===== config.mk =====
export PLATFORM = sky130hd
export DESIGN_NAME = ghsp_pend_queue
export DESIGN_NICKNAME = d
export VERILOG_FILES = /design/src/hw/rtl/ghsp_pkg.sv /design/src/hw/rtl/ghsp_pend_queue.sv
export SDC_FILE = /design/constraint.sdc
export NUM_CORES = 1
export LEC_CHECK = 0
export BUFFER_PORTS_ARGS = -buffer_cell sky130_fd_sc_hd__buf_4
export CAP_MARGIN = 5
export CORE_MARGIN = 2
export CORE_UTILIZATION = 30
export DETAILED_ROUTE_END_ITERATION = 10
export PLACE_DENSITY = 0.43
export SYNTH_ARGS = -nofsm -noshare
export SYNTH_HDL_FRONTEND = slang
export SYNTH_SLANG_ARGS = --single-unit
export TNS_END_PERCENT = 30

===== constraint.sdc =====
create_clock -name clk_i -period 4 [get_ports clk_i]
set_input_delay 0.4 -clock clk_i [delete_from_list [all_inputs] [get_ports clk_i]]
set_output_delay 0.4 -clock clk_i [all_outputs]
set_load 0.01 [all_outputs]

===== src/hw/rtl/ghsp_pkg.sv =====
// Shared types and constants for the generational handle slot pool.
// Used by every module of the block. No dependencies.
`timescale 1ns / 1ps

package ghsp_pkg;

  localparam int unsigned SLOTS   = 1024;
  localparam int unsigned IDX_W   = $clog2(SLOTS);
  localparam int unsigned HND_W   = IDX_W + 1;
  localparam int unsigned PENDING = 64;
  localparam int unsigned PQ_W    = $clog2(PENDING);
  localparam int unsigned PCNT_W  = PQ_W + 1;
  localparam int unsigned GEN_W   = 16;
  localparam int unsigned PAY_W   = 32;
  localparam int unsigned CNT_W   = 7;

  typedef enum logic [1:0] {
    CMD_ALLOC   = 2'd0,
    CMD_LOOKUP  = 2'd1,
    CMD_DESTROY = 2'd2,
    CMD_FLUSH   = 2'd3
  } cmd_e;

  typedef enum logic [2:0] {
    ST_OK      = 3'd0,
    ST_INVALID = 3'd1,
    ST_STALE   = 3'd2,
    ST_DEAD    = 3'd3,
    ST_FULL    = 3'd4,
    ST_RANGE   = 3'd5,
    ST_QFULL   = 3'd6
  } status_e;

  typedef struct packed {
    cmd_e              cmd;
    logic [HND_W-1:0]  slot_index;
    logic [GEN_W-1:0]  handle_generation;
    logic [PAY_W-1:0]  payload;
  } cmd_t;

  typedef struct packed {
    status_e           status;
    logic [IDX_W-1:0]  out_index;
    logic [GEN_W-1:0]  out_generation;
    logic [PAY_W-1:0]  payload_out;
    logic [CNT_W-1:0]  freed_count;
  } rsp_t;

  typedef struct packed {
    logic push;
    logic pop;
  } stk_ctl_t;

  typedef struct packed {
    logic push;
    logic rd;
    logic clear;
  } pq_ctl_t;

endpackage


===== src/hw/rtl/ghsp_pend_queue.sv =====
// Pending-delete list in a synchronous memory: append, indexed read, clear.
// Depends on ghsp_pkg.
`timescale 1ns / 1ps

module ghsp_pend_queue import ghsp_pkg::*; (
  input  logic              clk_i,
  input  logic              rst_ni,
  input  pq_ctl_t           ctl_i,
  input  logic [IDX_W-1:0]  push_data_i,
  input  logic [PQ_W-1:0]   rd_addr_i,
  output logic [IDX_W-1:0]  rd_data_o,
  output logic [PCNT_W-1:0] count_o,
  output logic              full_o
);

  logic [IDX_W-1:0]  mem [PENDING];
  logic [PCNT_W-1:0] count_q, count_d;
  logic [IDX_W-1:0]  rd_data_q;
  logic              do_push;

  assign full_o  = (count_q == PCNT_W'(PENDING));
  assign do_push = ctl_i.push && !full_o;

  always_comb begin
    count_d = count_q;
    if (ctl_i.clear) begin
      count_d = '0;
    end else if (do_push) begin
      count_d = count_q + 1'b1;
    end
  end

  always_ff @(posedge clk_i or negedge rst_ni) begin
    if (!rst_ni) begin
      count_q <= '0;
    end else begin
      count_q <= count_d;
    end
  end

  always_ff @(posedge clk_i) begin
    if (do_push) begin
      mem[count_q[PQ_W-1:0]] <= push_data_i;
    end
    if (ctl_i.rd) begin
      rd_data_q <= mem[rd_addr_i];
    end
  end

  assign rd_data_o = rd_data_q;
  assign count_o   = count_q;

endmodule


**Yosys cells after proc, flatten, opt, wreduce, memory -nomap -nowiden**

Memory sizes are Yosys's and may differ from the RTL's. A register that Yosys moved wholly into a read port is not among the register bits.
Cells that the tools add are included.

- Add/sub/neg operators: 1
- Eq/ne operators: 1
- Multiplexer cells: 4
- Reduce and logical (&&, ||, !) cells: 3

Operator list:

| operator | number |
|---|---|
| $mux W7 | 2 |
| $add A7 B1 Y7 const B | 1 |
| $eq A7 B7 Y1 const B | 1 |
| $mux W1 | 2 |
| $reduce_bool A2 Y1 | 1 |
| $logic_and A1 B1 Y1 | 1 |
| $logic_not A1 Y1 | 1 |

- Register bits: 7
- RAM bits: 640
- Bits of input ports: 21
- Output and inout bits: 18
- Logic and storage cells: 11
- Memories kept: 1

Memories:

| memory | words | width | rd ports | clocked after Yosys merged registers in | write ports | RTL line | text |
|---|---|---|---|---|---|---|---|
| mem | 64 | 10 | 1 | 1 | 1 | ghsp_pend_queue.sv:16 | `logic [IDX_W-1:0] mem [PENDING];` |

**Logic depth before layout (Yosys ltp)**

- Word-level depth: 5
- Gate-level depth with buffers: 8
- Mapped depth without buffers: 7

**Worst setup path after synthesis**

OpenSTA, ideal clock, no wires.

- Path type: flip-flop to flip-flop
- From: register count_q[1] (netlist: count_o[1])
- To: memory mem[62][0] in the netlist's numbering, enable pin
- Setup time: 0.376 ns
- Data arrival time: 1.964 ns
- Required time: 3.624 ns
- Path slack: 1.659 ns
- Stages on the path, launching flop included: 8
- Path buffers: 0
- Period minus slack after synthesis: 2.341 ns
- Path through: dfrtp_1 > inv_1 > ha_1 > nand2_1 > o31a_1 > and2_4 > nand3_4 > nor2_1

- Word-level cells in the longest chain between the ends: 5

Ends and longest elaborated chain:

| what | RTL line | text |
|---|---|---|
| start, declared | ghsp_pend_queue.sv:17 | `logic [PCNT_W-1:0] count_q, count_d;` |
| start signal, assigned | ghsp_pend_queue.sv:37 | `count_q <= count_d;` |
| $eq A7 B7 Y1 | ghsp_pend_queue.sv:21 | `assign full_o = (count_q == PCNT_W'(PENDING));` |
| $logic_not A1 Y1 | ghsp_pend_queue.sv:22 | `assign do_push = ctl_i.push && !full_o;` |
| $logic_and A1 B1 Y1 | ghsp_pend_queue.sv:22 |  |
| $mux W1 | ghsp_pend_queue.sv:42 | `if (do_push) begin` |
| $mux W1 (not written as such) | ghsp_pend_queue.sv:43 | `mem[count_q[PQ_W-1:0]] <= push_data_i;` |
| end, declared | ghsp_pend_queue.sv:16 |  |

Parallel ways exist; a longest one is shown, timed or not.

**Worst setup path after layout**

- From: register count_q[3] (netlist: count_o[3])
- To: memory mem[51][5] in the netlist's numbering, enable pin

The elaborated chain is that of the path after synthesis.

==> flow_summary.json <==
{
  "final_hold_viol_count": 0,
  "die_x_um": 295,
  "slowest_stage": "nor2_1",
  "rsz0062_at_grt": "false",
  "clk_path_buf_depth": 3,
  "critPathKind": "reg2reg",
  "setup_viol": 0,
  "start_util_pct": 30.3,
  "design.die.area_sq_um": 87100,
  "clkLatencyLatePin_ps": 610,
  "core-area_sq_um": 83800,
  "cts_tree": "built",
  "syn-num-nets": 1201,
  "final_common_cell": "edfxtp_1",
  "drv_cap": 0,
  "slew_viol_final": 0,
  "first_pass_iters": 7,
  "ioPinCount": 39,
  "die_y_um": 295,
  "status": "finished clean",
  "synth-edff-count": 650,
  "grt_max_degree": 65,
  "fmax_mhz": 330,
  "cts_max_level": 3,
  "nets": 1288,
  "synth_seq_cells": 657,
  "powerDensity_nw_per_um2": 492,
  "wirelength_um": 64100,
  "p_leak_nw": 9.08,
  "mostFrequentLayoutCells": "edfxtp_1 (650), mux4_2 (152), nor2_1 (96)",
  "grt_pass1_wl_um": 91900,
  "worstPathArrival_ps": 3240,
  "design_area_sq_um": 29300,
  "finalCritPeriodShare_pct": 75.7,
  "grt_antenna_before_repair": 1,
  "finalClockSkew_ps": 20.4,
  "pre_cts_ws_ps": 964,
  "ys_seq_area_share_pct": 77.4,
  "synth_area_sq_um": 25400,
  "numCtsBuffers": 72,
  "dp_hpwl_um": 38000,
  "peakVddDrop_mv": 0.304,
  "max_stage_delay_ps": 760,
  "antenna_left": 0,
  "setup_ws_ps": 974,
  "crit_fanout": 11,
  "syn2layout_area_growth_pct": 15.1,
  "worstMarginPinSlew_ps": 1190,
  "cts.sinks": 657,
  "post_drt_wl_per_cell_um": 26.1,
  "drtIter0Drc": 1096,
  "row_count": 106,
  "diodes": 0,
  "placed_area_sq_um": 27100,
  "route.detailed.drc": 0,
  "grt_use_total_pct": 14.9,
  "path_cells": "or3_1 -> o31a_1 -> nand3_1 -> buf_4 -> nor2_1",
  "yosys_most_used_dff": "edfxtp_1",
  "critical_path.endpoint_type": "flop",
  "relSlewSlack_pct": 20.6,
  "port_buffers": 38,
  "setup_tns_ps": 0,
  "worst_hold_slack_ps": 60.1,
  "gp_congestion": 0.767,
  "yosys_warnings": 0,
  "cts-root-buf": "clkbuf_16",
  "stdcell_count": 2453,
  "grt_pass1_vias": 12300,
  "cts.clk_slew.worst_paths_ps": 60,
  "viasPerCell": 4.84,
  "syn_inst": 1178,
  "start_kind": "flop",
  "grt_overflow": 0,
  "avgSynthCellArea_sq_um": 21.6,
  "drive_gt1_share_pct": 25.5,
  "place_inst": 2324,
  "num_vias": 11900,
  "worst_ep_required_time_ps": 4220,
  "synth_cell_types": 41,
  "async_flop_share_pct": 1.07,
  "period_needed_ps": 3030,
  "hp-class": "in2reg"
}
per-stage QoR:
step                util (%)  total power, mW
detailed placement      32.4             8.46
CTS                     34.9             14.6
global placement        32.4             8.46
global route            34.9             14.9
finish                  34.9             14.4
floorplan                  -             8.12
worst max-delay path: cells and delay by family (launching register included):
kind	cells	cell delay [ps]
compound gates	1	320
buf+inv	1	300
flops	1	520
simple gates	3	1500
sequential cells by signal, indices dropped and copies added (netlist names):
register   count
count_o        7
mem          640
rd_data_o     10
power breakdown:
group          switching, mW  internal (mW)  leakage, nW
clock network           2.64           3.46         1.04
registers             0.0165           7.60         5.95
logic                  0.438          0.243         2.09
total                   3.10           11.3         9.08
what timing repair did:
item | in CTS | in global routing
buffers inserted | 0 | 0
hold endpoints to repair | 7 | 0
resized for setup | 0 | 0
hold buffers | 1 | 0
cell type report:
cell class,instances,area [sq um]
inverters,2,7.51
well taps,1134,1420
flip-flops and latches,657,19700
clock inverters,34,199
clock buffers,94,1930
fillers,7895,54500
repair buffers,82,694
multi-input cells,450,5340
synthesized netlist by cell type (2+ instances only):
library cell,n,area (sq um)
a211oi_1,17,128
a21oi_1,5,25.0
a22oi_1,17,128
a32o_1,9,90.1
and2_1,2,12.5
buf_1,4,15.0
buf_2,18,90.1
buf_4,18,135
buf_6,6,67.6
clkbuf_1,23,86.3
dfrtp_1,7,175
edfxtp_1,650,19500
ha_1,2,25.0
inv_1,2,7.51
mux2_2,2,22.5
mux2i_1,46,460
mux4_2,152,3420
nand2_1,17,63.8
nand2_4,2,22.5
nand2b_1,2,12.5
nand3_1,5,25.0
nand3_4,2,35.0
nand3b_1,2,15.0
nand4_1,3,18.8
nor2_1,96,360
nor2b_1,4,25.0
nor3_1,4,20.0
nor3b_1,2,15.0
o21ai_0,6,30.0
o221ai_1,8,70.1
o22ai_1,18,113
o31ai_1,9,67.6
or2_2,2,12.5
or3_1,5,31.3
or3b_2,3,26.3
xor2_1,3,26.3
logic make-up after synthesis:
kind of cell    Yosys count  share of synthesized area [%]
simple gates            153                           2.79
buf+inv                  71                           1.58
xor+xnor                  3                          0.103
fa+ha+maj                 2                         0.0984
mux                     200                           15.4
flops                   657                           77.4
compound gates           92                           2.66
layer usage:
| layer | GRT usage (%) | vias to the layer above | wire, um |
|---|---|---|---|
| li1 | - | 5111 | - |
| met1 | 21.7 | 6406 | 30100 |
| met2 | 23.2 | 270 | 29900 |
| met3 | 2.80 | 79 | 2870 |
| met4 | 3.39 | 2 | 1150 |
| met5 | 0 | - | 16 |
final timing paths:
path	from	endpoint	slack (ps)	cells past startpoint
max in group asynchronous	rst_ni	count_o[0]$_DFFE_PN0P_	3690	2
min in group asynchronous	rst_ni	count_o[4]$_DFFE_PN0P_	160	2
hold reg to reg	count_o[6]$_DFFE_PN0P_	count_o[6]$_DFFE_PN0P_	660	2
setup reg to reg	count_o[3]$_DFFE_PN0P_	mem[51][5]$_DFFE_PP_	970	5
setup / recovery	count_o[3]$_DFFE_PN0P_	mem[51][5]$_DFFE_PP_	970	5
hold / removal	ctl_i[0]	count_o[4]$_DFFE_PN0P_	60	2
Note: power is estimated with default switching activity, not from simulation.
